## src/hdl/swrm_pkg.sv

```systemverilog
// Shared types and constants for the sliding window rate meter.
// No dependencies; imported by swrm_rem_unit and sliding_window_rate_meter_unit.
package swrm_pkg;

  localparam int TICK_W   = 64;
  localparam int AMOUNT_W = 32;
  localparam int RES_W    = 32;
  localparam int HIST_W   = 5;
  localparam int SUM_W    = 48;
  localparam int TOTAL_W  = 64;
  localparam int CFG_IDX_W = 4;
  localparam int CFG_DATA_W = 32;

  localparam int IN_TDATA_W  = TICK_W + AMOUNT_W;
  localparam int OUT_TDATA_W = SUM_W + TOTAL_W;

  // Configuration register indexes
  localparam logic [CFG_IDX_W-1:0] REG_HIST_SIZE  = CFG_IDX_W'(0);
  localparam logic [CFG_IDX_W-1:0] REG_RESOLUTION = CFG_IDX_W'(1);

  // Register values after reset
  localparam logic [HIST_W-1:0] HIST_SIZE_RST  = HIST_W'(10);
  localparam logic [RES_W-1:0]  RESOLUTION_RST = RES_W'(100);

  // Request to the remainder unit
  typedef struct packed {
    logic              start;
    logic [TICK_W-1:0] dividend;
    logic [RES_W-1:0]  divisor;
  } rem_req_t;

  // Answer from the remainder unit
  typedef struct packed {
    logic             busy;
    logic             done;
    logic [RES_W-1:0] rem;
  } rem_rsp_t;

endpackage

```

## src/hdl/swrm_rem_unit.sv

```systemverilog
// Bit-serial restoring remainder: 64-bit dividend modulo 32-bit divisor.
// Depends on swrm_pkg for the request and answer structs.
module swrm_rem_unit
  import swrm_pkg::*;
(
  input  logic     clk,
  input  logic     rst,
  input  rem_req_t req,
  output rem_rsp_t rsp
);

  localparam int STEP_W = $clog2(TICK_W);

  logic              busy;
  logic              done;
  logic [STEP_W-1:0] step;
  logic [TICK_W-1:0] dividend;
  logic [RES_W-1:0]  divisor;
  logic [RES_W-1:0]  rem;
  logic [RES_W:0]    trial;

  // One quotient bit a cycle: shift in the next dividend bit, drop the divisor if it fits
  assign trial = {rem, dividend[TICK_W-1]};

  always_ff @(posedge clk) begin
    if (rst) begin
      busy <= 1'b0;
      done <= 1'b0;
      step <= '0;
    end else begin
      done <= 1'b0;
      if (!busy && req.start) begin
        busy     <= 1'b1;
        step     <= '0;
        dividend <= req.dividend;
        divisor  <= req.divisor;
        rem      <= '0;
      end else if (busy) begin
        dividend <= dividend << 1;
        if (trial >= {1'b0, divisor}) begin
          rem <= RES_W'(trial - {1'b0, divisor});
        end else begin
          rem <= RES_W'(trial);
        end
        step <= step + 1'b1;
        if (step == STEP_W'(TICK_W - 1)) begin
          busy <= 1'b0;
          done <= 1'b1;
        end
      end
    end
  end

  assign rsp.busy = busy;
  assign rsp.done = done;
  assign rsp.rem  = rem;

  a_done_after_busy: assert property (@(posedge clk) disable iff (rst)
    done |-> $past(busy))
    else $error("remainder done without a running division");

  a_rem_below_divisor: assert property (@(posedge clk) disable iff (rst)
    done |-> rem < divisor)
    else $error("remainder not below divisor");

  a_no_restart: assert property (@(posedge clk) disable iff (rst)
    (busy && step != STEP_W'(TICK_W - 1)) |=> busy)
    else $error("division ended early");

endmodule

```

## src/hdl/sliding_window_rate_meter_unit.sv

```systemverilog
// Top level of the sliding window rate meter: sequencer, bucket ring memory, output register.
// Depends on swrm_pkg and swrm_rem_unit.
//
//  channel | direction | handshake                | payload
//  --------+-----------+--------------------------+-------------------------------------
//  s_axis  | in        | s_axis_tvalid/tready     | tick [63:0], amount [95:64]
//  m_axis  | out       | m_axis_tvalid/tready     | window_sum [47:0], total_amount [111:48]
//  cfg     | in        | cfg_valid/cfg_ready      | cfg_index, cfg_data (always ready)
//
// One beat is worked on at a time. A beat that stays in the open bucket goes
// from S_GAP through S_BRANCH to S_DONE, which loads the output register. A beat
// that closes buckets makes P pushes in S_PUSH (P at most the clamped window
// length less 2); a push that finds the ring full first evicts the oldest entry
// (head read in S_PUSH, then subtract in S_EVICT) on the ring memory port. A beat
// that overruns the window waits in S_DIV for the bit-serial remainder by resolution.
// Reset is synchronous and needs no clearing pass; the ring is tracked by head and
// count. A result waiting in the output register does not block the next input beat;
// only the hand-over of a newer result waits for m_axis_tready.
module sliding_window_rate_meter_unit
  import swrm_pkg::*;
#(
  parameter int MAX_BUCKETS = 16
) (
  input  logic                   clk,
  input  logic                   rst,
  input  logic                   s_axis_tvalid,
  output logic                   s_axis_tready,
  input  logic [IN_TDATA_W-1:0]  s_axis_tdata,   // tick [63:0], amount [95:64]
  output logic                   m_axis_tvalid,
  input  logic                   m_axis_tready,
  output logic [OUT_TDATA_W-1:0] m_axis_tdata,   // window_sum [47:0], total_amount [111:48]
  input  logic                   cfg_valid,
  output logic                   cfg_ready,
  input  logic [CFG_IDX_W-1:0]   cfg_index,
  input  logic [CFG_DATA_W-1:0]  cfg_data
);

  // Ring index and entry count share one width: the count never passes MAX_BUCKETS-1
  localparam int CW     = $clog2(MAX_BUCKETS);
  localparam int HW     = $clog2(MAX_BUCKETS + 1);
  localparam int SPAN_W = CW + RES_W;

  typedef enum logic [2:0] {
    S_IDLE,
    S_GAP,
    S_BRANCH,
    S_DIV,
    S_PUSH,
    S_EVICT,
    S_DONE
  } state_t;

  state_t state;

  // Configuration registers
  logic [HIST_W-1:0] hist_size;
  logic [RES_W-1:0]  resolution;

  // Meter state kept in flip-flops
  logic [CW-1:0]      ring_head;
  logic [CW-1:0]      ring_count;
  logic [SUM_W-1:0]   recent_bucket;
  logic [SUM_W-1:0]   running_window;
  logic [TOTAL_W-1:0] grand_total;
  logic [TICK_W-1:0]  bucket_start;

  // Per-beat working registers
  logic [TICK_W-1:0]   tick_r;
  logic [AMOUNT_W-1:0] amount_r;
  logic [RES_W-1:0]    res_r;
  logic [CW-1:0]       cap_r;
  logic [TICK_W-1:0]   gap;
  logic [SPAN_W-1:0]   span;
  logic                first_push;

  // Closed bucket ring
  logic [SUM_W-1:0] bucket_history [MAX_BUCKETS];
  logic [SUM_W-1:0] rd_data;
  logic             mem_we;
  logic [CW-1:0]    mem_wa;
  logic [SUM_W-1:0] mem_wd;
  logic [CW:0]      wr_sum;

  logic              evict_now;
  logic [TICK_W-1:0] gap_less;
  logic [HW-1:0]     h_clamp;
  logic [HW-1:0]     h_eff;
  logic [CW-1:0]     head_inc;

  rem_req_t rem_req;
  rem_rsp_t rem_rsp;

  swrm_rem_unit u_rem (
    .clk (clk),
    .rst (rst),
    .req (rem_req),
    .rsp (rem_rsp)
  );

  assign s_axis_tready = (state == S_IDLE);
  assign cfg_ready     = 1'b1;

  // Window length counting the open bucket, held to 1..MAX_BUCKETS
  assign h_clamp = (32'(hist_size) > MAX_BUCKETS) ? HW'(MAX_BUCKETS) : HW'(hist_size);
  assign h_eff   = (h_clamp == '0) ? HW'(1) : h_clamp;

  // A push that finds the ring at capacity first evicts the oldest entry
  assign evict_now = (ring_count != '0) && (ring_count >= cap_r);
  assign gap_less  = gap - TICK_W'(res_r);

  assign wr_sum   = {1'b0, ring_head} + {1'b0, ring_count};
  assign mem_wa   = (wr_sum >= (CW+1)'(MAX_BUCKETS)) ? CW'(wr_sum - (CW+1)'(MAX_BUCKETS))
                                                     : CW'(wr_sum);
  assign mem_we   = (state == S_PUSH) && !evict_now;
  assign mem_wd   = first_push ? recent_bucket : '0;
  assign head_inc = (ring_head == CW'(MAX_BUCKETS - 1)) ? '0 : ring_head + 1'b1;

  assign rem_req.start    = (state == S_BRANCH) && (gap > TICK_W'(span));
  assign rem_req.dividend = gap;
  assign rem_req.divisor  = res_r;

  // Ring memory: one write port, one registered read at the head
  always_ff @(posedge clk) begin
    if (mem_we) begin
      bucket_history[mem_wa] <= mem_wd;
    end
    if (state == S_PUSH && evict_now) begin
      rd_data <= bucket_history[ring_head];
    end
  end

  always_ff @(posedge clk) begin
    if (rst) begin
      state          <= S_IDLE;
      hist_size      <= HIST_SIZE_RST;
      resolution     <= RESOLUTION_RST;
      ring_head      <= '0;
      ring_count     <= '0;
      recent_bucket  <= '0;
      running_window <= '0;
      grand_total    <= '0;
      bucket_start   <= '0;
      m_axis_tvalid  <= 1'b0;
      first_push     <= 1'b0;
    end else begin
      if (cfg_valid && cfg_ready) begin
        if (cfg_index == REG_HIST_SIZE) begin
          hist_size <= cfg_data[HIST_W-1:0];
        end else if (cfg_index == REG_RESOLUTION) begin
          resolution <= cfg_data[RES_W-1:0];
        end
      end

      // In S_DONE the hand-over itself decides the output valid
      if (m_axis_tvalid && m_axis_tready && state != S_DONE) begin
        m_axis_tvalid <= 1'b0;
      end

      case (state)
        S_IDLE: begin
          if (s_axis_tvalid) begin
            tick_r   <= s_axis_tdata[TICK_W-1:0];
            amount_r <= s_axis_tdata[TICK_W +: AMOUNT_W];
            res_r    <= (resolution == '0) ? RES_W'(1) : resolution;
            cap_r    <= CW'(h_eff - 1'b1);
            state    <= S_GAP;
          end
        end
        S_GAP: begin
          // Time running backwards counts as no gap
          gap   <= (tick_r > bucket_start) ? tick_r - bucket_start : '0;
          span  <= cap_r * res_r;
          state <= S_BRANCH;
        end
        S_BRANCH: begin
          if (gap > TICK_W'(span)) begin
            state <= S_DIV;
          end else if (gap > TICK_W'(res_r)) begin
            first_push <= 1'b1;
            state      <= S_PUSH;
          end else begin
            recent_bucket  <= recent_bucket + SUM_W'(amount_r);
            running_window <= running_window + SUM_W'(amount_r);
            state          <= S_DONE;
          end
        end
        S_DIV: begin
          // Whole window overrun: align start down to the tick less gap modulo resolution, restart
          if (rem_rsp.done) begin
            bucket_start   <= tick_r - TICK_W'(rem_rsp.rem);
            ring_head      <= '0;
            ring_count     <= '0;
            recent_bucket  <= SUM_W'(amount_r);
            running_window <= SUM_W'(amount_r);
            state          <= S_DONE;
          end
        end
        S_PUSH: begin
          if (evict_now) begin
            state <= S_EVICT;
          end else begin
            ring_count   <= ring_count + 1'b1;
            first_push   <= 1'b0;
            bucket_start <= bucket_start + TICK_W'(res_r);
            gap          <= gap_less;
            if (!(gap_less > TICK_W'(res_r))) begin
              recent_bucket  <= SUM_W'(amount_r);
              running_window <= running_window + SUM_W'(amount_r);
              state          <= S_DONE;
            end
          end
        end
        S_EVICT: begin
          running_window <= running_window - rd_data;
          ring_head      <= head_inc;
          ring_count     <= ring_count - 1'b1;
          state          <= S_PUSH;
        end
        S_DONE: begin
          // Hold until the output register is free
          if (!m_axis_tvalid || m_axis_tready) begin
            grand_total   <= grand_total + TOTAL_W'(amount_r);
            m_axis_tdata  <= {grand_total + TOTAL_W'(amount_r), running_window};
            m_axis_tvalid <= 1'b1;
            state         <= S_IDLE;
          end
        end
        default: begin
          state <= S_IDLE;
        end
      endcase
    end
  end

  a_evict_nonempty: assert property (@(posedge clk) disable iff (rst)
    state == S_EVICT |-> ring_count != '0)
    else $error("eviction from an empty ring");

  a_overrun_clears_ring: assert property (@(posedge clk) disable iff (rst)
    (state == S_DIV && rem_rsp.done) |=> (ring_count == '0 && ring_head == '0))
    else $error("ring not cleared after window overrun");

  a_one_in_flight: assert property (@(posedge clk) disable iff (rst)
    (s_axis_tvalid && s_axis_tready) |=> !s_axis_tready)
    else $error("second beat accepted while one is in progress");

  a_result_from_done: assert property (@(posedge clk) disable iff (rst)
    $rose(m_axis_tvalid) |-> $past(state) == S_DONE)
    else $error("result loaded outside the hand-over step");

  a_div_only_overrun: assert property (@(posedge clk) disable iff (rst)
    rem_rsp.busy |-> state == S_DIV)
    else $error("remainder unit running outside the overrun path");

endmodule
```

## config.mk

```make
export PLATFORM = sky130hd
export DESIGN_NAME = sliding_window_rate_meter_unit
export DESIGN_NICKNAME = d
export VERILOG_FILES = /design/src/hdl/swrm_pkg.sv /design/src/hdl/swrm_rem_unit.sv /design/src/hdl/sliding_window_rate_meter_unit.sv
export SDC_FILE = /design/constraint.sdc
export NUM_CORES = 2
export LEC_CHECK = 0
export BUFFER_PORTS_ARGS = -buffer_cell sky130_fd_sc_hd__buf_2
export CORE_ASPECT_RATIO = 0.6
export CORE_MARGIN = 4
export CORE_UTILIZATION = 57
export CTS_BUF_LIST = sky130_fd_sc_hd__clkbuf_16
export CTS_CLUSTER_SIZE = 16
export DETAILED_ROUTE_END_ITERATION = 10
export PLACE_DENSITY = 0.88
export SYNTH_ARGS = -nofsm -noshare
export SYNTH_HDL_FRONTEND = slang
export SYNTH_HIERARCHICAL = 1
export SYNTH_SLANG_ARGS = --single-unit
```

## constraint.sdc

```tcl
create_clock -name clk -period 6.7 [get_ports clk]
set_input_delay 0.335 -clock clk [delete_from_list [all_inputs] [get_ports clk]]
set_output_delay 0.335 -clock clk [all_outputs]
set_load 0.02 [all_outputs]
```

* Word-level counts from Yosys, hierarchy flattened
Memory sizes are Yosys's and may differ from the RTL's. A register that Yosys moved wholly into a read port is not among the register bits.
Cells that the tools add are included.
** Operators by class
- Equality and inequality tests :: 19
- Multiplexer cells :: 51
- Add/sub/neg operators :: 16
- $lt $le $gt $ge :: 8
- Reductions and logical operators :: 42
- Bitwise logic cells :: 3
- Multipliers :: 1
** Operators with widths (number)
- $mux W48 :: 10
- $mux W64 :: 6
- $pmux W64 S2 :: 2
- $pmux W48 S4 :: 1
- $pmux W48 S3 :: 1
- $add A64 B32 Y64 :: 2
- $gt A64 B32 Y1 :: 2
- $sub A64 B32 Y64 :: 2
- $add A48 B32 Y48 :: 2
- $gt A64 B36 Y1 :: 1
- $gt A64 B64 Y1 :: 1
- $mux W32 :: 2
- $sub A64 B64 Y64 :: 1
- $sub A48 B48 Y48 :: 1
- $mul A4 B32 Y36 :: 1
- $ge A33 B32 Y1 :: 1
- $logic_not A32 Y1 :: 1
- $sub A32 B32 Y32 :: 1
- $pmux W3 S7 :: 1
- $mux W4 :: 5
- $mux W3 :: 6
- $reduce_and A3 Y1 :: 6
- $mux W1 :: 12
- $ne A2 B2 Y1 const B :: 6
- 35 further kinds :: 66
** Word-level totals
- Bits in registers :: 754
- Bits of input ports :: 137
- Word-level logic and storage cells :: 165
- Memory bits (writable) :: 768
- Memories kept :: 1
- Output and inout port bits :: 115
** Memory list
- bucket_history :: words 16, bits a word 48, rd ports 1, clocked after Yosys merged registers in 1, write ports 1, RTL line sliding_window_rate_meter_unit.sv:77 : logic [SUM_W-1:0] bucket_history [MAX_BUCKETS];

* Depth between registers and ports, before layout
- Word-level depth :: 6
- Gate-level depth with buffers :: 28
- Depth with buffers taken out :: 26

* Modules after synthesis
The synthesis kept the hierarchy.
** Modules (own cells, without submodules)
- sliding_window_rate_meter_unit :: instances 1, cells each 6447, area an instance 76116.8 µm², sequential area each 40318.7 µm²
- swrm_rem_unit :: instances 1, cells each 770, area an instance 7554.7 µm², sequential area each 4003.8 µm²

* Least setup slack after synthesis
No wires, ideal clock.
- Path kind :: register to register
- From :: reg gap[41]
- To :: reg u_rem.dividend[0] (enable)
- Data required time :: 6147 ps
- Path slack :: 59 ps
- Stages on the path, launching flop included :: 10
- Path buffers :: 0
- Period minus slack after synthesis :: 6641 ps
- Arrival time :: 6088 ps
- Library setup time :: 553 ps
- Path through :: edfxtp_1 nor4_1 and3_1 nand2_1 o21ai_0 o211ai_1 o21ai_0 nor2b_1 nor2_1 nor2_1
** RTL lines
- start: declaration :: RTL line sliding_window_rate_meter_unit.sv:72 : logic [TICK_W-1:0] gap;
- start signal: assignment :: RTL line sliding_window_rate_meter_unit.sv:171 : gap <= (tick_r > bucket_start) ? tick_r - bucket_start : '0;
- start signal: assignment :: RTL line sliding_window_rate_meter_unit.sv:205 : gap <= gap_less;
- end signal: assignment :: RTL line swrm_rem_unit.sv:35 : dividend <= req.dividend;
- end signal: assignment :: RTL line swrm_rem_unit.sv:39 : dividend <= dividend << 1;
- end: declaration :: RTL line swrm_rem_unit.sv:17 : logic [TICK_W-1:0] dividend;

* Final worst setup path
- From :: reg bucket_start[1]
- To :: reg gap[61], data pin
** On the way
- Longest elaborated chain between the ends :: 3
- Elaborated cells between the ends (all ways) :: 4
- Those cells by class :: add/sub: 1; order compare: 1; mux: 2
** Ends and longest elaborated chain
- start: declaration :: RTL line sliding_window_rate_meter_unit.sv:65 : logic [TICK_W-1:0] bucket_start;
- start signal: assignment :: RTL line sliding_window_rate_meter_unit.sv:190 : bucket_start <= tick_r - TICK_W'(rem_rsp.rem);
- start signal: assignment :: RTL line sliding_window_rate_meter_unit.sv:204 : bucket_start <= bucket_start + TICK_W'(res_r);
- $sub A64 B64 Y64 or $gt A64 B64 Y1 (tied branches) :: RTL line sliding_window_rate_meter_unit.sv:171
- $mux W64 (*) :: RTL line sliding_window_rate_meter_unit.sv:171
- $pmux W64 S2 (*) :: RTL line sliding_window_rate_meter_unit.sv:159 : case (state)
Mark *: on every way between the ends. The rest lies on a longest branch, timed or not.
A chain may end at the register's enable or synchronous reset.

==> summary.md <==
| Metric | Value |
|---|---|
| CP required | `7.21 ns` |
| Max VDD drop | `0.319 mV` |
| Worst reg2reg path startpoint | `bucket_start[1]` |
| Vias in the first global route | `63,446` |
| Row cnt | `about 110` |
| Final worst slack | `-0.0782 ns` |
| Family with the most delay on the worst path | `compound AO/OA/AOI/OAI gates` |
| Via count | `66,927` |
| Worst path arrival time | `~7.3 ns` |
| Hold path startpoint | `s_axis_tdata[90]` |
| Mapped Avg Cell Area | `11.6 µm²` |
| Core area | `145,000 µm²` |
| Gpl congestion | `roughly 1.1` |
| H-Tree Depth | `4` |
| Worst hold path type | `input pin to register` |
| Worst path bufs/invs | `3` |
| Tot GR Track Use | `37.0%` |
| Worst Hold End | `amount_r[26]` |
| DIE AREA | `153,000 µm²` |
| Area delta synth->final | `13.7%` |
| Hold WS | `0.235 ns` |
| Max stage delay on crit path | `0.81 ns` |
| Antenna violations before repair | `12` |
| Failing checks | `max-capacitance violations, max-slew violations, negative setup slack` |
| Worst R2R Setup Slack | `-0.08 ns` |
| Reg-to-Reg End | `gap[61]` |
| Clock-pin slew on the worst setup and hold paths | `approximately 0.07 ns` |
| Die Span X | `503 µm` |
| TritonCTS clock tree | `built` |
| Period utilization | `101%` |
| Vias/cell | `6.85` |
| R2R cell count | `18` |
| Crit start category | `register` |
| Fmax | `148 MHz` |
| Critical Path Fanout Max | `4` |
| Fin crit period | `6.78 ns` |
| Worst path cell trace | `inv_1 -> ha_1 -> nor2b_1 -> o211ai_1 -> a311oi_1 -> a2111oi_0 -> buf_4 -> o21ai_0 -> a21oi_2 -> o31ai_1 -> buf_4 -> a21oi_1 -> o21ai_0 -> o41ai_1 -> o21bai_1 -> a221oi_1 -> xor2_1 -> o22ai_1` |
| Layout Nets | `8,345` |
| Total chip power | `around 0.03 W` |
| Max-Cap Viols | `1` |
| Worst-Margin Slew | `1.53 ns` |
| Die height | `305 µm` |
| DRC | `0` |
| DR WL/cell | `29.7 µm` |
| Pre-antenna DRT Iters | `8` |
| Mapped Nets | `~7,800` |
| Starting density of the core | `57.6%` |
| DP Wirelength | `198 mm` |
| Worst path slowest cell | `o41ai_1` |
| GR Overflow Total | `0` |
| Post-Route WL | `slightly below 300 mm` |
| Num ports | `252` |
| Max Slew Vio Count | `4` |
| Pwr Density | `324 nW/µm²` |
| Pin count of the biggest net entering global routing | `130` |
| Hold Fails Final Rpt | `0` |
| CP Capture Type | `register` |
| Area of the mapped netlist | `83,700 µm²` |
| Leak pwr | `36.4 nW` |
| Final setup viols | `1` |
| Worst-skew pair later-pin latency | `between 0.8 and 0.9 ns` |
| Yosys warning count | `6` |
| Root Driver | `clkbuf_16` |
| Port Buf Inserts | `250` |
| Clk_skew | `0.0413 ns` |
| Initial DRC Count | `12,209` |
| TritonCTS Sinks | `1,570` |
| Hold Path Depth | `2` |
| CTS buffer count | `145` |
| Final ANT Viol Nets | `0` |
| Layout cell share with drive strength beyond 1 | `14.5%` |
| Critical path type | `register to register` |
| Outcome | `finished with violations` |
| Worst relative slew slack | `-2.78%` |
| Wire length of the first global-routing pass | `420 mm` |
| Post-Syn Instances | `around 7,200` |
| Bufs on Longest Clock Path | `3` |
==> what timing repair did <==
item | CTS | global route
resized for setup | 12 | 51
setup endpoints to repair | 60 | 98
pin swaps | 1 | 14
gates cloned | 0 | 1
hold endpoints to repair | 171 | 0
buffers inserted | 1 | 8
hold buffers | 134 | 0
==> stage by stage <==
step | cells | setup slack [ns] | instance area [µm²] | util, % | TNS, ns
floorplan | 7216 | 0.0594 | 83700 | - | 0
global placement | 9348 | -0.0459 | 88700 | 61.1 | -0.0746
detailed placement | 9348 | -0.205 | 88700 | 61.1 | -0.694
CTS | 9755 | 0.0109 | 94800 | 65.3 | 0
global route | 9764 | -0.0416 | 95100 | 65.5 | -0.191
finish | 9773 | -0.0782 | 95100 | 65.6 | -0.0782
==> metal layers <==
layer	global-route usage, %	vias up	part of all wire (%)
li1	-	27834	-
met4	11.4	12	3.6
met5	1.56	-	0.16
met3	17.8	861	19
met2	47.7	6231	39
met1	54.3	31989	38
==> cells in the final DEF (no fill, tap or decap), types with 53 or more instances in the layout <==
cell type	instances
nor4_1	54
nand2b_1	67
a21oi_1	457
buf_4	268
nand2_1	854
dlygate4sd3_1	134
o21ai_0	329
o21a_1	56
a31oi_1	54
dfxtp_1	277
nor2_1	401
fa_1	70
mux2i_1	53
and3_1	59
mux4_2	240
clkbuf_16	152
edfxtp_1	1288
nor3_1	157
a21o_1	229
ha_1	421
and2_1	114
a211oi_1	77
nand4_1	80
inv_1	385
xor2_1	191
nand3_1	131
buf_2	249
xnor2_1	243
==> sequential cells by signal (all words and copies together), names as in the netlist, 64 cells and up <==
register	count
u_rem/dividend	64
m_axis_tdata	112
tick_r	64
bucket_start	64
bucket_history	768
grand_total	64
gap	64
==> final cells by class <==
class / instances / area [µm²]
Fill cell: 10161 / 50000
Sequential cell: 1570 / 44300
Multi-Input combinational cell: 4971 / 37200
Timing Repair Buffer: 677 / 5100
Clock buffer: 151 / 3780
Tap cell: 1925 / 2410
Inverter: 349 / 1310
Clock inverter: 121 / 973
Antenna cell: 9 / 22.5
==> power breakdown <==
| part | leakage [nW] | internal, W | switching [W] |
|---|---|---|---|
| clock network | 2.46 | 0.00460 | 0.00399 |
| logic | 19.2 | 0.00376 | 0.00637 |
| registers | 14.8 | 0.0114 | 0.000632 |
| total | 36.4 | 0.0198 | 0.0110 |
==> how the worst max path moves through the flow <==
stage,slack [ns],start,end,depth (start not counted)
floorplan,0.06,gap[41],u_rem/dividend[0],9
global placement,-0.05,amount_r[5],running_window[46],25
detailed placement,-0.21,amount_r[5],running_window[46],25
CTS,0.01,gap[1],running_window[33],26
global route,-0.04,amount_r[5],running_window[39],26
finish,-0.08,bucket_start[1],gap[61],18
(Power assumes the default switching activity.)
